[src/hw/rtl/whp_pkg.sv]
// ----------------------------------------------------------------------------
// whp_pkg
// Types, codes and helpers shared by the WAV header parser modules.
// ----------------------------------------------------------------------------
package whp_pkg;

    // Default depth of the queue between parser and output stage
    localparam int WHP_QUEUE_DEPTH = 4;

    localparam int BYTE_W   = 8;
    localparam int KIND_W   = 2;
    localparam int FMT_W    = 2;
    localparam int ERR_W    = 3;
    localparam int WORD_W   = 32;
    localparam int HALF_W   = 16;
    localparam int OUT_TDATA_W = 80;

    // Input operation codes (carried on tuser)
    localparam logic OP_BYTE = 1'b0;
    localparam logic OP_EOF  = 1'b1;

    // Chunk constants
    localparam logic [WORD_W-1:0] DATA_ID      = 32'h6174_6164;
    localparam logic [WORD_W-1:0] FMT_BASE_LEN = 32'd16;
    localparam logic [WORD_W-1:0] PCM_TAG      = 32'd1;
    localparam logic [HALF_W-1:0] DEPTH_8      = 16'd8;
    localparam logic [HALF_W-1:0] DEPTH_16     = 16'd16;
    localparam logic [HALF_W-1:0] CHAN_MONO    = 16'd1;
    localparam logic [HALF_W-1:0] CHAN_STEREO  = 16'd2;

    typedef enum logic [KIND_W-1:0] {
        KIND_FORMAT = 2'd0,
        KIND_DATA   = 2'd1,
        KIND_ERROR  = 2'd2
    } t_kind;

    typedef enum logic [ERR_W-1:0] {
        ERR_NOT_RIFF     = 3'd0,
        ERR_BAD_FMT      = 3'd1,
        ERR_NOT_PCM      = 3'd2,
        ERR_UNSUPPORTED  = 3'd3,
        ERR_HDR_TRUNC    = 3'd4,
        ERR_NO_DATA      = 3'd5,
        ERR_DATA_TRUNC   = 3'd6
    } t_err;

    // Parse phases, in stream order; range tests rely on this order
    typedef enum logic [3:0] {
        PH_RIFF       = 4'd0,
        PH_FMT_MAGIC  = 4'd1,
        PH_FMT_SIZE   = 4'd2,
        PH_TAG        = 4'd3,
        PH_CHANNELS   = 4'd4,
        PH_RATE       = 4'd5,
        PH_SKIP6      = 4'd6,
        PH_BITS       = 4'd7,
        PH_EXT        = 4'd8,
        PH_CHUNK_ID   = 4'd9,
        PH_SIZE_DATA  = 4'd10,
        PH_SIZE_OTHER = 4'd11,
        PH_SKIP_BODY  = 4'd12,
        PH_DATA       = 4'd13,
        PH_DONE       = 4'd14,
        PH_FAILED     = 4'd15
    } t_phase;

    // One result item
    typedef struct packed {
        t_kind             kind;
        logic [FMT_W-1:0]  sample_format;
        logic [WORD_W-1:0] sample_rate;
        logic [WORD_W-1:0] data_length;
        logic [BYTE_W-1:0] audio_byte;
        logic              is_last;
        t_err              error_code;
    } t_result;

    // Master tdata layout, lowest field last
    typedef struct packed {
        logic [2:0]        pad;
        t_err              error_code;
        logic [BYTE_W-1:0] audio_byte;
        logic [WORD_W-1:0] data_length;
        logic [WORD_W-1:0] sample_rate;
        logic [FMT_W-1:0]  sample_format;
    } t_out_tdata;

    // Queue status seen by the output stage
    typedef struct packed {
        logic full;
        logic empty;
    } t_q_stat;

    function automatic logic [BYTE_W-1:0] riff_byte(input logic [1:0] idx);
        logic [BYTE_W-1:0] b;
        case (idx)
            2'd0:    b = 8'h52;
            2'd1:    b = 8'h49;
            2'd2:    b = 8'h46;
            default: b = 8'h46;
        endcase
        return b;
    endfunction

    function automatic logic [BYTE_W-1:0] fmt_byte(input logic [1:0] idx);
        logic [BYTE_W-1:0] b;
        case (idx)
            2'd0:    b = 8'h66;
            2'd1:    b = 8'h6D;
            2'd2:    b = 8'h74;
            default: b = 8'h20;
        endcase
        return b;
    endfunction

    // Little-endian byte insert; byte 0 starts a fresh field
    function automatic logic [WORD_W-1:0] shift_in(input logic [WORD_W-1:0] acc,
                                                  input logic [1:0] idx,
                                                  input logic [BYTE_W-1:0] b);
        logic [WORD_W-1:0] v;
        case (idx)
            2'd0:    v = {24'd0, b};
            2'd1:    v = {acc[31:16], b, acc[7:0]};
            2'd2:    v = {acc[31:24], b, acc[15:0]};
            default: v = {b, acc[23:0]};
        endcase
        return v;
    endfunction

    function automatic t_result make_error(input t_err code);
        t_result r;
        r            = '0;
        r.kind       = KIND_ERROR;
        r.error_code = code;
        return r;
    endfunction

endpackage

[src/hw/rtl/whp_front.sv]
// ----------------------------------------------------------------------------
// whp_front
// Byte-wise RIFF/WAVE header walker; produces at most one result per byte.
// ----------------------------------------------------------------------------
module whp_front (
    input  logic                      i_clk,
    input  logic                      i_rst_n,
    input  logic                      i_accept,
    input  logic                      i_op,
    input  logic [whp_pkg::BYTE_W-1:0] i_byte,
    output logic                      o_push,
    output whp_pkg::t_result          o_result
);
    import whp_pkg::*;

    t_phase            r_phase,   n_phase;
    logic [3:0]        r_cnt,     n_cnt;
    logic [WORD_W-1:0] r_shift,   n_shift;
    logic [WORD_W-1:0] r_fmt_len, n_fmt_len;
    logic [HALF_W-1:0] r_chan,    n_chan;
    logic [HALF_W-1:0] r_bits,    n_bits;
    logic [WORD_W-1:0] r_rate,    n_rate;
    logic [WORD_W-1:0] r_remain,  n_remain;

    logic [1:0]        idx;
    logic [WORD_W-1:0] shifted;
    logic [3:0]        cnt_take;
    logic              remain_last;
    logic [WORD_W-1:0] remain_dec;
    logic              bad_format;

    // Hold parser state
    always_ff @(posedge i_clk) begin
        if (!i_rst_n) begin
            r_phase   <= PH_RIFF;
            r_cnt     <= '0;
            r_shift   <= '0;
            r_fmt_len <= '0;
            r_chan    <= '0;
            r_bits    <= '0;
            r_rate    <= '0;
            r_remain  <= '0;
        end else begin
            r_phase   <= n_phase;
            r_cnt     <= n_cnt;
            r_shift   <= n_shift;
            r_fmt_len <= n_fmt_len;
            r_chan    <= n_chan;
            r_bits    <= n_bits;
            r_rate    <= n_rate;
            r_remain  <= n_remain;
        end
    end

    // Shared field helpers
    always_comb begin
        idx         = r_cnt[1:0];
        shifted     = shift_in(r_shift, idx, i_byte);
        cnt_take    = {2'b00, idx + 2'd1};
        remain_last = (r_remain == 32'd1);
        remain_dec  = r_remain - 32'd1;
        bad_format  = ((shifted[15:0] != DEPTH_8) && (shifted[15:0] != DEPTH_16)) ||
                      ((r_chan != CHAN_MONO) && (r_chan != CHAN_STEREO));
    end

    // Advance the parse phase on each accepted transfer
    always_comb begin
        n_phase   = r_phase;
        n_cnt     = r_cnt;
        n_shift   = r_shift;
        n_fmt_len = r_fmt_len;
        n_chan    = r_chan;
        n_bits    = r_bits;
        n_rate    = r_rate;
        n_remain  = r_remain;
        o_push    = 1'b0;
        o_result  = '0;

        if (i_accept) begin
            if (i_op == OP_EOF) begin
                // Report where the file stopped, then start over
                if (r_phase inside {[PH_RIFF:PH_EXT]}) begin
                    o_push   = 1'b1;
                    o_result = make_error(ERR_HDR_TRUNC);
                end else if (r_phase inside {[PH_CHUNK_ID:PH_SKIP_BODY]}) begin
                    o_push   = 1'b1;
                    o_result = make_error(ERR_NO_DATA);
                end else if (r_phase == PH_DATA) begin
                    o_push   = 1'b1;
                    o_result = make_error(ERR_DATA_TRUNC);
                end
                n_phase   = PH_RIFF;
                n_cnt     = '0;
                n_shift   = '0;
                n_fmt_len = '0;
                n_chan    = '0;
                n_bits    = '0;
                n_rate    = '0;
                n_remain  = '0;
            end else begin
                case (r_phase)
                    PH_RIFF: begin
                        if (r_cnt < 4'd4 && i_byte != riff_byte(idx)) begin
                            n_phase  = PH_FAILED;
                            o_push   = 1'b1;
                            o_result = make_error(ERR_NOT_RIFF);
                        end else if (r_cnt == 4'd11) begin
                            n_phase = PH_FMT_MAGIC;
                            n_cnt   = '0;
                            n_shift = '0;
                        end else begin
                            n_cnt = r_cnt + 4'd1;
                        end
                    end
                    PH_FMT_MAGIC: begin
                        if (i_byte != fmt_byte(idx)) begin
                            n_phase  = PH_FAILED;
                            o_push   = 1'b1;
                            o_result = make_error(ERR_BAD_FMT);
                        end else if (r_cnt == 4'd3) begin
                            n_phase = PH_FMT_SIZE;
                            n_cnt   = '0;
                            n_shift = '0;
                        end else begin
                            n_cnt = r_cnt + 4'd1;
                        end
                    end
                    PH_FMT_SIZE: begin
                        n_shift = shifted;
                        n_cnt   = cnt_take;
                        if (idx == 2'd3) begin
                            n_fmt_len = shifted;
                            n_phase   = PH_TAG;
                            n_cnt     = '0;
                            n_shift   = '0;
                        end
                    end
                    PH_TAG: begin
                        n_shift = shifted;
                        n_cnt   = cnt_take;
                        if (idx == 2'd1) begin
                            n_cnt = '0;
                            if (shifted != PCM_TAG) begin
                                n_phase  = PH_FAILED;
                                o_push   = 1'b1;
                                o_result = make_error(ERR_NOT_PCM);
                            end else begin
                                n_phase = PH_CHANNELS;
                                n_shift = '0;
                            end
                        end
                    end
                    PH_CHANNELS: begin
                        n_shift = shifted;
                        n_cnt   = cnt_take;
                        if (idx == 2'd1) begin
                            n_chan  = shifted[HALF_W-1:0];
                            n_phase = PH_RATE;
                            n_cnt   = '0;
                            n_shift = '0;
                        end
                    end
                    PH_RATE: begin
                        n_shift = shifted;
                        n_cnt   = cnt_take;
                        if (idx == 2'd3) begin
                            n_rate  = shifted;
                            n_phase = PH_SKIP6;
                            n_cnt   = '0;
                            n_shift = '0;
                        end
                    end
                    PH_SKIP6: begin
                        if (r_cnt == 4'd5) begin
                            n_phase = PH_BITS;
                            n_cnt   = '0;
                            n_shift = '0;
                        end else begin
                            n_cnt = r_cnt + 4'd1;
                        end
                    end
                    PH_BITS: begin
                        n_shift = shifted;
                        n_cnt   = cnt_take;
                        if (idx == 2'd1) begin
                            n_bits = shifted[HALF_W-1:0];
                            n_cnt  = '0;
                            if (bad_format) begin
                                n_phase  = PH_FAILED;
                                o_push   = 1'b1;
                                o_result = make_error(ERR_UNSUPPORTED);
                            end else if (r_fmt_len > FMT_BASE_LEN) begin
                                n_remain = r_fmt_len - FMT_BASE_LEN;
                                n_phase  = PH_EXT;
                                n_shift  = '0;
                            end else begin
                                n_phase = PH_CHUNK_ID;
                                n_shift = '0;
                            end
                        end
                    end
                    PH_EXT, PH_SKIP_BODY: begin
                        n_remain = remain_dec;
                        if (remain_last) begin
                            n_phase = PH_CHUNK_ID;
                            n_cnt   = '0;
                            n_shift = '0;
                        end
                    end
                    PH_CHUNK_ID: begin
                        n_shift = shifted;
                        n_cnt   = cnt_take;
                        if (idx == 2'd3) begin
                            n_phase = (shifted == DATA_ID) ? PH_SIZE_DATA : PH_SIZE_OTHER;
                            n_cnt   = '0;
                            n_shift = '0;
                        end
                    end
                    PH_SIZE_OTHER: begin
                        n_shift = shifted;
                        n_cnt   = cnt_take;
                        if (idx == 2'd3) begin
                            n_remain = shifted;
                            n_phase  = (shifted == '0) ? PH_CHUNK_ID : PH_SKIP_BODY;
                            n_cnt    = '0;
                            n_shift  = '0;
                        end
                    end
                    PH_SIZE_DATA: begin
                        n_shift = shifted;
                        n_cnt   = cnt_take;
                        if (idx == 2'd3) begin
                            // Emit the format descriptor
                            o_push                 = 1'b1;
                            o_result.kind          = KIND_FORMAT;
                            o_result.sample_format = {r_bits == DEPTH_16,
                                                      r_chan == CHAN_STEREO};
                            o_result.sample_rate   = r_rate;
                            o_result.data_length   = shifted;
                            n_remain = shifted;
                            n_phase  = (shifted == '0) ? PH_DONE : PH_DATA;
                            n_cnt    = '0;
                            n_shift  = '0;
                        end
                    end
                    PH_DATA: begin
                        // Pass the payload byte through
                        o_push              = 1'b1;
                        o_result.kind       = KIND_DATA;
                        o_result.audio_byte = i_byte;
                        o_result.is_last    = remain_last;
                        n_remain = remain_dec;
                        if (remain_last) begin
                            n_phase = PH_DONE;
                            n_cnt   = '0;
                            n_shift = '0;
                        end
                    end
                    default: begin
                        // Done or failed: drop bytes until end of file
                    end
                endcase
            end
        end
    end

endmodule

[src/hw/rtl/whp_queue.sv]
// ----------------------------------------------------------------------------
// whp_queue
// Small result queue between the parser and the output stage.
// ----------------------------------------------------------------------------
module whp_queue #(
    parameter int DEPTH = whp_pkg::WHP_QUEUE_DEPTH
) (
    input  logic             i_clk,
    input  logic             i_rst_n,
    input  logic             i_push,
    input  whp_pkg::t_result i_data,
    input  logic             i_pop,
    output whp_pkg::t_result o_data,
    output whp_pkg::t_q_stat o_stat
);
    import whp_pkg::*;

    localparam int PTR_W = (DEPTH > 1) ? $clog2(DEPTH) : 1;
    localparam int CNT_W = $clog2(DEPTH + 1);

    t_result            r_mem [DEPTH];
    logic [PTR_W-1:0]   r_wr_ptr, n_wr_ptr;
    logic [PTR_W-1:0]   r_rd_ptr, n_rd_ptr;
    logic [CNT_W-1:0]   r_count,  n_count;
    logic               do_push, do_pop;

    always_comb begin
        o_stat.full  = (r_count == CNT_W'(DEPTH));
        o_stat.empty = (r_count == '0);
        do_push      = i_push && !o_stat.full;
        do_pop       = i_pop && !o_stat.empty;
        o_data       = r_mem[r_rd_ptr];

        n_wr_ptr = r_wr_ptr;
        n_rd_ptr = r_rd_ptr;
        n_count  = r_count;
        if (do_push) begin
            n_wr_ptr = (r_wr_ptr == PTR_W'(DEPTH - 1)) ? '0 : r_wr_ptr + 1'b1;
        end
        if (do_pop) begin
            n_rd_ptr = (r_rd_ptr == PTR_W'(DEPTH - 1)) ? '0 : r_rd_ptr + 1'b1;
        end
        case ({do_push, do_pop})
            2'b10:   n_count = r_count + 1'b1;
            2'b01:   n_count = r_count - 1'b1;
            default: n_count = r_count;
        endcase
    end

    // Advance pointers and occupancy
    always_ff @(posedge i_clk) begin
        if (!i_rst_n) begin
            r_wr_ptr <= '0;
            r_rd_ptr <= '0;
            r_count  <= '0;
        end else begin
            r_wr_ptr <= n_wr_ptr;
            r_rd_ptr <= n_rd_ptr;
            r_count  <= n_count;
        end
    end

    // Store entries
    always_ff @(posedge i_clk) begin
        if (do_push) begin
            r_mem[r_wr_ptr] <= i_data;
        end
    end

endmodule

[src/hw/rtl/whp_back.sv]
// ----------------------------------------------------------------------------
// whp_back
// Output register: pulls results from the queue and holds them for the sink.
// ----------------------------------------------------------------------------
module whp_back (
    input  logic             i_clk,
    input  logic             i_rst_n,
    input  whp_pkg::t_q_stat i_q_stat,
    input  whp_pkg::t_result i_q_data,
    output logic             o_pop,
    input  logic             i_ready,
    output logic             o_valid,
    output whp_pkg::t_result o_result
);
    import whp_pkg::*;

    logic    r_valid, n_valid;
    t_result r_result;

    // Load when the register is free or being emptied this cycle
    always_comb begin
        o_pop   = !i_q_stat.empty && (!r_valid || i_ready);
        n_valid = r_valid;
        if (o_pop) begin
            n_valid = 1'b1;
        end else if (i_ready) begin
            n_valid = 1'b0;
        end
    end

    always_ff @(posedge i_clk) begin
        if (!i_rst_n) begin
            r_valid <= 1'b0;
        end else begin
            r_valid <= n_valid;
        end
    end

    always_ff @(posedge i_clk) begin
        if (o_pop) begin
            r_result <= i_q_data;
        end
    end

    assign o_valid  = r_valid;
    assign o_result = r_result;

endmodule

[src/hw/rtl/wav_header_parser.sv]
// ----------------------------------------------------------------------------
// wav_header_parser
// RIFF/WAVE PCM header parser with audio payload pass-through.
// ----------------------------------------------------------------------------
// Slave stream: one file byte per transfer on tdata, tuser = 1 marks end of
// file (tdata ignored) and returns the parser to its reset state.
// Master stream: zero or one result per input transfer. tuser gives the kind
// (format descriptor, audio byte, error), tlast marks the final audio byte.
// Throughput: one input byte per clock while the queue is not full; the parser
// decides each byte in the cycle it is taken, with no per-item iteration.
// Path: a result is written into the queue when its input transfer is taken
// and is then loaded from the queue into the output register, which drives
// tvalid; while that register holds an untaken result, later ones wait in
// the queue.
// Stall: results wait in the queue (QUEUE_DEPTH entries) plus the output
// register; tready on the slave side drops only when the queue is full.
// Errors are reported once; later bytes are dropped until end of file.
// Reset: synchronous, active low; clears phase, counters and the queue, and
// the block takes input as soon as reset is released.
// ----------------------------------------------------------------------------
module wav_header_parser #(
    parameter int QUEUE_DEPTH = whp_pkg::WHP_QUEUE_DEPTH
) (
    input  logic                            i_clk,
    input  logic                            i_rst_n,
    // Slave stream
    input  logic                            i_s_axis_tvalid,
    output logic                            o_s_axis_tready,
    input  logic [whp_pkg::BYTE_W-1:0]      i_s_axis_tdata,  // [7:0] file_byte
    input  logic                            i_s_axis_tuser,  // [0] operation
    // Master stream
    output logic                            o_m_axis_tvalid,
    input  logic                            i_m_axis_tready,
    // [1:0] sample_format, [33:2] sample_rate, [65:34] data_length,
    // [73:66] audio_byte, [76:74] error_code, [79:77] zero
    output logic [whp_pkg::OUT_TDATA_W-1:0] o_m_axis_tdata,
    output logic [whp_pkg::KIND_W-1:0]      o_m_axis_tuser,  // [1:0] kind
    output logic                            o_m_axis_tlast   // is_last
);
    import whp_pkg::*;

    logic       accept;
    logic       push;
    logic       pop;
    t_result    front_result;
    t_result    q_data;
    t_q_stat    q_stat;
    logic       out_valid;
    t_result    out_result;
    t_out_tdata out_tdata;

    assign o_s_axis_tready = !q_stat.full;
    assign accept          = i_s_axis_tvalid && o_s_axis_tready;

    whp_front u_front (
        .i_clk    (i_clk),
        .i_rst_n  (i_rst_n),
        .i_accept (accept),
        .i_op     (i_s_axis_tuser),
        .i_byte   (i_s_axis_tdata),
        .o_push   (push),
        .o_result (front_result)
    );

    whp_queue #(
        .DEPTH (QUEUE_DEPTH)
    ) u_queue (
        .i_clk   (i_clk),
        .i_rst_n (i_rst_n),
        .i_push  (push),
        .i_data  (front_result),
        .i_pop   (pop),
        .o_data  (q_data),
        .o_stat  (q_stat)
    );

    whp_back u_back (
        .i_clk    (i_clk),
        .i_rst_n  (i_rst_n),
        .i_q_stat (q_stat),
        .i_q_data (q_data),
        .o_pop    (pop),
        .i_ready  (i_m_axis_tready),
        .o_valid  (out_valid),
        .o_result (out_result)
    );

    // Pack the master payload
    always_comb begin
        out_tdata               = '0;
        out_tdata.sample_format = out_result.sample_format;
        out_tdata.sample_rate   = out_result.sample_rate;
        out_tdata.data_length   = out_result.data_length;
        out_tdata.audio_byte    = out_result.audio_byte;
        out_tdata.error_code    = out_result.error_code;
    end

    assign o_m_axis_tvalid = out_valid;
    assign o_m_axis_tdata  = out_tdata;
    assign o_m_axis_tuser  = out_result.kind;
    assign o_m_axis_tlast  = out_result.is_last;

endmodule

[config.mk]
export PLATFORM = sky130hd
export DESIGN_NAME = wav_header_parser
export DESIGN_NICKNAME = d
export VERILOG_FILES = /design/src/hw/rtl/whp_pkg.sv /design/src/hw/rtl/whp_front.sv /design/src/hw/rtl/whp_queue.sv /design/src/hw/rtl/whp_back.sv /design/src/hw/rtl/wav_header_parser.sv
export SDC_FILE = /design/constraint.sdc
export NUM_CORES = 1
export LEC_CHECK = 0
export BUFFER_PORTS_ARGS = -buffer_cell sky130_fd_sc_hd__buf_2
export CORE_MARGIN = 4
export CORE_UTILIZATION = 62
export CTS_CLUSTER_DIAMETER = 120
export DETAILED_ROUTE_END_ITERATION = 6
export PLACE_DENSITY = 0.88
export SLEW_MARGIN = 20
export SYNTH_ARGS = -nofsm -noshare
export SYNTH_HDL_FRONTEND = slang
export SYNTH_SLANG_ARGS = --single-unit
[constraint.sdc]
create_clock -name i_clk -period 7 [get_ports i_clk]
set_clock_uncertainty 0.15 [all_clocks]
set_input_delay 0.35 -clock i_clk [delete_from_list [all_inputs] [get_ports i_clk]]
set_output_delay 0.35 -clock i_clk [all_outputs]
set_load 0.02 [all_outputs]
# Word-level counts from Yosys, hierarchy flattened

Memories as Yosys holds them, arrays and structs flattened. A register that Yosys moved wholly into a read port is not among the register bits.
Cells that the tools add are included.

Register bits after elaboration: 176
Bits in writable memories: 320
Output and inout bits: 85
Word-level logic and storage cells: 233
Memories kept: 1

Memory list:

| name          | depth | width | read ports | clocked after memory_dff | wr ports | line            | RTL |
|---|---|---|---|---|---|---|---|
| u_queue.r_mem | 4     | 80    | 1          | 1                        | 1        | whp_queue.sv:21 | `t_result r_mem [DEPTH];` |

$add $sub $neg: 8
Magnitude comparators: 6
Equality and inequality tests: 56
Mux-type cells: 107
Reduce and logical (&&, ||, !) cells: 43

Operator list:

| cell                                                            | count |
|---|---|
| 2-to-1 mux 80 bit                                               | 11 |
| 2-to-1 mux 32 bit                                               | 22 |
| one-hot mux 66 bit (5 select lines)                             | 1 |
| one-hot mux 32 bit (8 select lines)                             | 1 |
| one-hot mux 32 bit (3 select lines)                             | 2 |
| 2-to-1 mux 4 bit                                                | 25 |
| 2-to-1 mux 16 bit                                               | 5 |
| 2-to-1 mux 66 bit                                               | 1 |
| one-hot mux 4 bit (13 select lines)                             | 1 |
| 2-to-1 mux 8 bit                                                | 6 |
| one-hot mux 9 bit (5 select lines)                              | 1 |
| inequality test 3 x 2 -> 1 bit (second input constant)          | 14 |
| == test 32 x 1 -> 1 bit (second input constant)                 | 1 |
| == test 32 x 31 -> 1 bit (second input constant)                | 1 |
| greater-than comparator 32 x 5 -> 1 bit (second input constant) | 1 |
| logical NOT 32 bit                                              | 1 |
| inequality test 32 x 1 -> 1 bit (second input constant)         | 1 |
| subtractor 32 x 1 -> 32 bit (second input constant)             | 1 |
| subtractor 32 x 5 -> 32 bit (second input constant)             | 1 |
| == test 4 bit (second input constant)                           | 7 |
| one-hot mux 4 bit (6 select lines)                              | 1 |
| one-hot mux 7 bit (3 select lines)                              | 1 |
| == test 4 x 3 -> 1 bit (second input constant)                  | 5 |
| 2-to-1 mux 1 bit                                                | 18 |
| 49 further kinds                                                | 91 |

# Longest topological paths before layout

Gate-level depths: netlist (run 1).

Word-level depth: 14
Gate-level depth with buffers: 16
Mapped depth without buffers: 15

# Hierarchy

Synthesis (run 1) repeated with hierarchy kept, for this count alone.

Cell total of the unflattened synthesis: 1959
Area total of the unflattened synthesis: 24740.0 µm²

Modules (own cells, without submodules):

| module            | instances | cells an instance | area each (µm²) | seq. area each (µm²) |
|---|---|---|---|---|
| whp_queue         | 1         | 474               | 12120.4         | 9789.4 |
| whp_front         | 1         | 1395              | 10137.2         | 3363.2 |
| whp_back          | 1         | 84                | 2446.1          | 2422.3 |
| wav_header_parser | 1         | 6                 | 36.3            | 0.0 |

# Worst setup path after synthesis (run 1)

No wires, ideal clock.

Kind: register to register
Start: register u_front.r_cnt[0]
End: memory u_queue.r_mem[0][0] (netlist bit), enable pin
Setup time: 0.529 ns
Data arrival time: 5.721 ns
Data required time: 6.321 ns
Path slack: 0.600 ns
Stages on the path, launching flop included: 12
Buffers on the path: 1
Period minus slack after synthesis: 6.400 ns
Cells stage by stage: dfxtp_1 -> inv_1 -> ha_1 -> nor2b_1 -> clkbuf_1 -> a22oi_2 -> and4bb_1 -> nand4_2 -> nand2_1 -> a21oi_1 -> nor2_1 -> nor2b_1

Word-level cells in the longest chain between the ends: 14

Ends and longest elaborated chain:

| element                                                     | line             | RTL |
|---|---|---|
| start, declared                                             | whp_front.sv:17  | `logic [3:0] r_cnt, n_cnt;` |
| start signal, assigned                                      | whp_front.sv:45  | `r_cnt <= n_cnt;` |
| == test 2 x 1 -> 1 bit or logical NOT 2 bit (tied branches) | -                |  |
| one-hot mux 5 bit (2 select lines)                          | whp_pkg.sv:96    | `case (idx)` |
| 2-to-1 mux 8 bit                                            | whp_front.sv:101 | `case (r_phase)` |
| 2-to-1 mux 8 bit                                            | whp_front.sv:80  | `if (i_op == OP_EOF) begin` |
| 2-to-1 mux 8 bit                                            | whp_front.sv:79  | `if (i_accept) begin` |
| inequality test 8 bit                                       | whp_front.sv:103 | `if (r_cnt < 4'd4 && i_byte != riff_byte(idx)) begin` |
| logical AND 1 bit                                           | whp_front.sv:103 |  |
| 2-to-1 mux 1 bit                                            | whp_front.sv:103 |  |
| one-hot mux 1 bit (6 select lines) (*)                      | whp_front.sv:101 |  |
| 2-to-1 mux 1 bit (*)                                        | whp_front.sv:80  |  |
| 2-to-1 mux 1 bit (*)                                        | whp_front.sv:79  |  |
| logical AND 1 bit (*)                                       | whp_queue.sv:30  | `do_push = i_push && !o_stat.full;` |
| 2-to-1 mux 1 bit (*)                                        | whp_queue.sv:65  | `if (do_push) begin` |
| 2-to-1 mux 1 bit (not written as such) (*)                  | whp_queue.sv:66  | `r_mem[r_wr_ptr] <= i_data;` |
| end, declared                                               | whp_queue.sv:21  |  |

Mark *: on every way between the ends. The rest lies on a longest branch, timed or not. The select of a mux whose other input is x is not followed.

# Worst setup path after layout (run 1)

Start: register u_front.r_cnt[1]
End: memory u_queue.r_mem[1][5] (netlist bit), enable pin

The elaborated chain is that of the path after synthesis.

==> results of run 1 <==
worst paths after layout:
kind	startpoint	endpoint	slack, ps	cells past startpoint
worst max register to register	u_front.r_cnt[1]	u_queue.r_mem[1][5]	1640	12
worst max-delay path	u_front.r_cnt[1]	u_queue.r_mem[1][5]	1640	12
worst min register to register	u_front.r_bits[0]	u_front.r_bits[0]	310	2
worst min-delay path	i_s_axis_tdata[3]	u_queue.r_mem[0][7]	150	2
critical path: cells and delay by family, from the launching register on:
family / cells / cell delay [ps]
adder cells (fa/ha/maj): 2 / 1160
AO/OA/AOI/OAI: 3 / 590
flip-flops: 1 / 370
buffers and inverters: 2 / 580
AND/OR/NAND/NOR: 5 / 1940
sequential cells by signal, summed over array words and instances, names as in the netlist:
name,count
u_front.r_chan,16
u_back.o_valid,1
u_queue.r_mem,320
u_front.r_rate,32
u_front.r_cnt,4
u_back.o_result,80
u_front.r_shift,32
u_front.r_remain,32
u_queue.r_rd_ptr,2
u_front.r_phase,4
u_queue.r_count,3
u_front.r_bits,16
u_front.r_fmt_len,32
u_queue.r_wr_ptr,2
kinds of logic after synthesis:
group,count (synthesis),share of synthesized area (%)
and+or+nand+nor,625,12.7
DFF,576,64.1
AOI/OAI and AO/OA,337,9.31
buffers and inverters,138,2.46
muxes,99,8.22
xor gates and xnor gates,58,2.10
adders and majority gates,21,1.12
other,1,0.0155
cell usage in the layout (no fill, tap or decap), drive strengths merged, types with 28 or more instances in the layout:
master  Yosys  routed
xnor2      30      30
and2       70      70
mux4       80      80
nand2     232     232
edfxtp    400     400
a21oi     135     135
buf        44     119
dfxtp     176     176
a22o       50      50
nor2      130     130
clkbuf     78      81
o21ai      35      35
nor4       37      37
xor2       28      28
repair_timing:
item | in CTS | in global routing
resized for setup | 0 | 0
hold endpoints to repair | 3 | 0
hold buffers | 2 | 0
layer usage:
metal,global-route usage [%],wire [µm],part of all wire [%]
met1,42.4,25100,38
met2,51.2,32300,48
met3,6.23,6360,9.5
met4,13.5,3160,4.7
met5,0,11,0.016
synth_stat cells, types with 27 or more instances:
master    instances
a22o_1           50
xnor2_1          30
nor2_1          128
and2_1           67
clkbuf_1         77
nand2_1         232
dfxtp_1         176
xor2_1           28
a21oi_1         133
or3_1            27
edfxtp_1        400
mux4_2           80
nor4_1           35
power by group through the flow:
stage                     Sequential, mW  Combinational, mW  Clock [mW]
after floorplan                     4.81               1.32           0
after global routing                4.53               2.49        3.32
after detailed placement            4.54               2.29           0
after CTS                           4.50               2.33        3.16
final                               4.50               2.34        3.16
after global placement              4.50               2.23           0
final cells by class:
| type | instances | area (µm²) | area share [%] |
|---|---|---|---|
| clock buffer | 81 | 1620 | 6.00 |
| timing repair buffer | 121 | 682 | 2.52 |
| clock inverter | 20 | 302 | 1.11 |
| tap | 518 | 648 | 2.40 |
| sequential | 576 | 15500 | 57.5 |
| multi-input combinational | 1143 | 8190 | 30.3 |
| inverter | 16 | 61.3 | 0.227 |
metrics by stage:
stage	power, mW	hold slack [ps]	cells	utilization [%]
final	9.99	149	2475	70.0
after global routing	10.3	158	2475	70.0
after CTS	10.0	138	2475	69.9
after detailed placement	6.83	293	2372	64.9
after global placement	6.72	290	2372	64.9
after floorplan	6.13	282	1857	-
==> qor.yml, run 1 <==
worstSkewPairLatency_ps: 620
grt_max_degree: 107
fmax_mhz: 187
critPathKind: "reg -> reg"
status: "finished clean"
clkPwrFrac_pct: 31.6
syn_to_final_growth_pct: 11.6
yosys-top-cells-area: "edfxtp_1 50%, dfxtp_1 15%, mux4_2 7.4%"
synthArstFlopShare_pct: 0
grt_setup_unrepaired: "no"
maxSlewViolCount: 0
cts_made_buffers: 54
crit_path_max_fanout: 62
routedWlPerCell_um: 27.1
die_area_mm2: 0.0423
postSynthCellCount: 1855
cts.path.max_buffers: 3
maxCapViolCount: 0
die_w_um: 206
startpoint_type: "flop"
switching_share_pct: 30.5
yosysWarnings: 0
antenna_found_initial: 1
grt_pass1_vias: 16200
power.switching_mw: 3.05
max_slew.worst_pin.slew_ps: 1120
overflow: 0
postLayoutCellArea_mm2: 0.0270
numClockSinks: 576
p_int_mw: 6.94
dieHeight_um: 206
routed_wl_mm: 67.0
crit_path_end_kind: "flop"
setup-violations-final: 0
dp_slack_ps: 1470
hold_violations: 0
final_layout_size_suffix_gt1_share_pct: 16.6
dp.final_hpwl_mm: 40.9
dpl_cell_area_mm2: 0.0251
period_minus_slack_ps: 5360
ios: 98
post_cts_buffers: 0
vias: 16700
cts_tree: "built"
seq_power_share_pct: 45.0
worst_slack_ps: 1640
path_cells: "inv_1, ha_1, ha_1, or3_1, nor4b_1, a311oi_1, a21oi_2, a21oi_1, or2_1, nor2_2, nor2b_4, buf_4"
gp_congestion: 1.01
yosysTopAreaCellShare_pct: 49.6
max_stage_delay_ps: 790
ys_types: 85
cpMostUsedCell: "ha_1"
via_per_inst: 6.75
synth_edf_count: 400
yosys_most_used_dff: "edfxtp_1"
peakVddDrop_mv: 0.236
combPwrFrac_pct: 23.4
yosysSeqAreaShare_pct: 64.1
dr.pass1.iters: 7
drt_iter0_markers: 2351
grt_usage_pct: 31.7
crit_required_ps: 7050
antenna_left: 0
arrival_ps: 5410
grt_first_pass_wirelength_mm: 101
start_util_pct: 62.7
period_share_pct: 76.6
drc_errors: 0
hp-class: "in -> reg"
cp_slowest_cell: "ha_1"
power.density_mw_per_mm2: 369
cts-htree-levels: 2
synth-seq-cells: 576
clk_pin_slew_ps: 70
leakage_nw: 9.49
fp-row-count: 72
yosysTopAreaCell: "edfxtp_1"
cts_root_buffer: "clkbuf_16"
layout.nets: 1946
syn_area_mm2: 0.0242
n_antenna_cell: 0
fill_cells: 2319
syn_avg_cell_area_um2: 13.1
maxSlewHeadroom_pct: 25.3
core_mm2: 0.0386
io_buffers: 94
tns_ps: 0
No activity file was read; power rests on OpenSTA's default activity.
==> inputs of run 2 (changes only) <==
==> constraint.sdc (replaced) <==
create_clock -name i_clk -period 5.05 [get_ports i_clk]
set_clock_uncertainty 0.15 [all_clocks]
set_input_delay 0.2525 -clock i_clk [delete_from_list [all_inputs] [get_ports i_clk]]
set_output_delay 0.2525 -clock i_clk [all_outputs]
set_load 0.02 [all_outputs]
==> run 2 against run 1 <==
Effect of this change:
- the flow now finishes with violations (design-rule violations)
- clock power increased by 35%
- flip-flop and latch count unchanged
- non-clock buffer count increased by 20
- critical endpoint is now u_queue.r_count[2]
- fmax increased by 15%
- worst setup slack got worse by 1200 ps
==> qor.yml, run 2 (synthesis results as in run 1) <==
dieHeight_um: 206  # unchanged
die_area_mm2: 0.0423  # unchanged
worstSkewPairLatency_ps: 620  # about the same
use_met2_pct: 53.3  # +2.1 points
r2r-start: "u_front.r_cnt[0]"
antenna_found_initial: 1  # unchanged
max_slew.worst_pin.slew_ps: 1130  # +5.36 ps
syn_to_final_growth_pct: 12.5
cts_root_buffer: "clkbuf_16"
crit_path_end_kind: "flop"
n_antenna_cell: 0  # unchanged
dp.cells: 2392  # +0.84%
grt_util_met3_pct: 8.02  # +1.8 points
r2r_end: "u_queue.r_count[2]"
vias: 17300  # +3.7%
dp.final_hpwl_mm: 43.0  # +5.1%
hp-class: "in -> reg"
crit_required_ps: 5410  # -1640 ps
layout.nets: 1965  # +0.98%
grt_usage_pct: 33.3  # +1.6 points
cts_made_buffers: 53  # -1.9%
maxSlewHeadroom_pct: 24.6  # -0.77 points
start_util_pct: 62.7  # unchanged
regMostFlops: "u_queue.r_mem"
dr.pass1.iters: 7  # unchanged
reg2reg_slack_ps: 400  # -1240 ps
post_cts_buffers: 0  # unchanged
instances_no_fill: 2494  # +0.77%
hold_violations: 0  # unchanged
peakVddDrop_mv: 0.288  # +22%
maxSlewViolCount: 0  # unchanged
routedWlPerCell_um: 28.3  # +4.7%
status: "finished, violations left"
violations: "design-rule violations"
finalPower_mw: 13.8  # +38%
grt_max_degree: 81  # -24%
hold_start: "i_s_axis_tdata[1]"
whs_path_depth: 2  # unchanged
period_share_pct: 92.1  # +16 points
startpoint_type: "flop"
cts-htree-levels: 2  # unchanged
grt_setup_unrepaired: "no"
drt_iter0_markers: 2708  # +15%
arrival_ps: 5010  # -400 ps
maxCapViolCount: 0  # unchanged
final_common_cell: "edfxtp_1"
clk_pin_slew_ps: 60  # about the same
gp_congestion: 1.00  # -0.85%
fmax_mhz: 215  # +15%
worstRegToRegCells: 14  # +2
crit_path_max_fanout: 13  # -79%
largest_register_ffs: 320  # unchanged
final_layout_size_suffix_gt1_share_pct: 17.6  # +1.0 points
ios: 98  # unchanged
die_w_um: 206  # unchanged
io_buffers: 94  # unchanged
core_mm2: 0.0386  # unchanged
routed_wl_mm: 70.7  # +5.5%
grt_pass1_vias: 16900  # +4.5%
cts_tree: "built"
drc_errors: 1  # +1
numClockSinks: 576  # unchanged
fp-row-count: 72  # unchanged
power.density_mw_per_mm2: 507  # +37%
busiest_layer: "met2"
grt_first_pass_wirelength_mm: 106  # +4.8%
leakage_nw: 9.61  # +1.3%
antenna_left: 0  # unchanged
period_minus_slack_ps: 4650  # -707 ps
holdPathEnd: "u_queue.r_mem[3][5]"
via_per_inst: 6.94  # +2.9%
setup-violations-final: 0  # unchanged
overflow: 0  # unchanged
cts.path.max_buffers: 3  # unchanged
final_cell_mix: "400 x edfxtp_1, 232 x nand2_1, 174 x dfxtp_1"
use_met1_pct: 43.4  # +0.96 points
critPathKind: "reg -> reg"
==> run 2: cell count changes in the layout (fill, tap and decap cells not counted), moves of 2 or more <==
cell       change
buf_12        +10
buf_4         +11
clkinv_2       +7
clkbuf_8       -3
clkbuf_1       -4
inv_6          +2
bufinv_16      -2
clkbuf_2       -2
==> run 2: layout make-up <==
cell class / count / area [µm²]
Sequential cell: 576 / 15500
Fill cell: 2270 / 11400
Multi-Input combinational cell: 1143 / 8190
Clock buffer: 72 / 1570
Timing Repair Buffer: 141 / 953
Tap cell: 518 / 648
Clock inverter: 28 / 308
Inverter: 16 / 61.3
==> run 2: timing repair <==
item,CTS,global route
hold endpoints to repair,5,0
hold buffers,2,0
gates resized for setup,0,1
endpoints found under the setup margin,0,2
==> run 2: how the worst max path moves through the flow <==
stage                      from                   to  slack, ps  cells past startpoint
6_report       u_front.r_cnt[0]   u_queue.r_count[2]        400                     14
2_1_floorplan  u_front.r_cnt[0]  u_queue.r_mem[0][0]      -1350                     11
5_1_grt        u_front.r_cnt[0]   u_queue.r_count[2]        150                     14
3_5_place_dp   u_front.r_cnt[0]   u_queue.r_count[2]        330                     14
3_3_place_gp   u_front.r_cnt[1]   u_queue.r_count[2]        460                     15
4_1_cts        u_front.r_cnt[0]   u_queue.r_count[2]        280                     14
==> run 2: report_power, final <==
group          internal (mW)  switching [mW]  total (mW)
Combinational           1.19            2.06        3.25
Sequential              5.87           0.421        6.29
Clock                   2.46            1.81        4.27
Total                   9.52            4.29        13.8
==> run 2: worst max-delay path, stage by stage, from the launching register on <==
cell	delay (ps)
dfxtp_1	470
inv_1	170
ha_1	410
or2_1	420
a22oi_1	390
and4_1	350
nand4_1	190
o21ai_1	290
a21oi_1	210
nor2_2	450
ha_1	310
fa_1	200
xnor2_1	90
or3_1	310
a21oi_1	150
==> run 2: through the flow <==
| step | instance area [µm²] | hold WS [ps] | setup WS [ps] | setup TNS, ps | utilization, % |
|---|---|---|---|---|---|
| 6_report | 27300 | 83.8 | 398 | 0 | 70.6 |
| 5_1_grt | 27300 | 65.9 | 154 | 0 | 70.6 |
| 4_1_cts | 27300 | 43.6 | 284 | 0 | 70.6 |
| 3_5_place_dp | 25400 | 294 | 333 | 0 | 65.6 |
| 3_3_place_gp | 25400 | 288 | 464 | 0 | 65.6 |
| 2_1_floorplan | 24200 | 282 | -1350 | -431960 | - |
==> run 2: routing by layer <==
metal | up-vias | share of wire, %
met5 | - | 0.011
met4 | 2 | 5.9
met3 | 335 | 11
met2 | 1451 | 47
met1 | 8417 | 35
li1 | 7110 | -
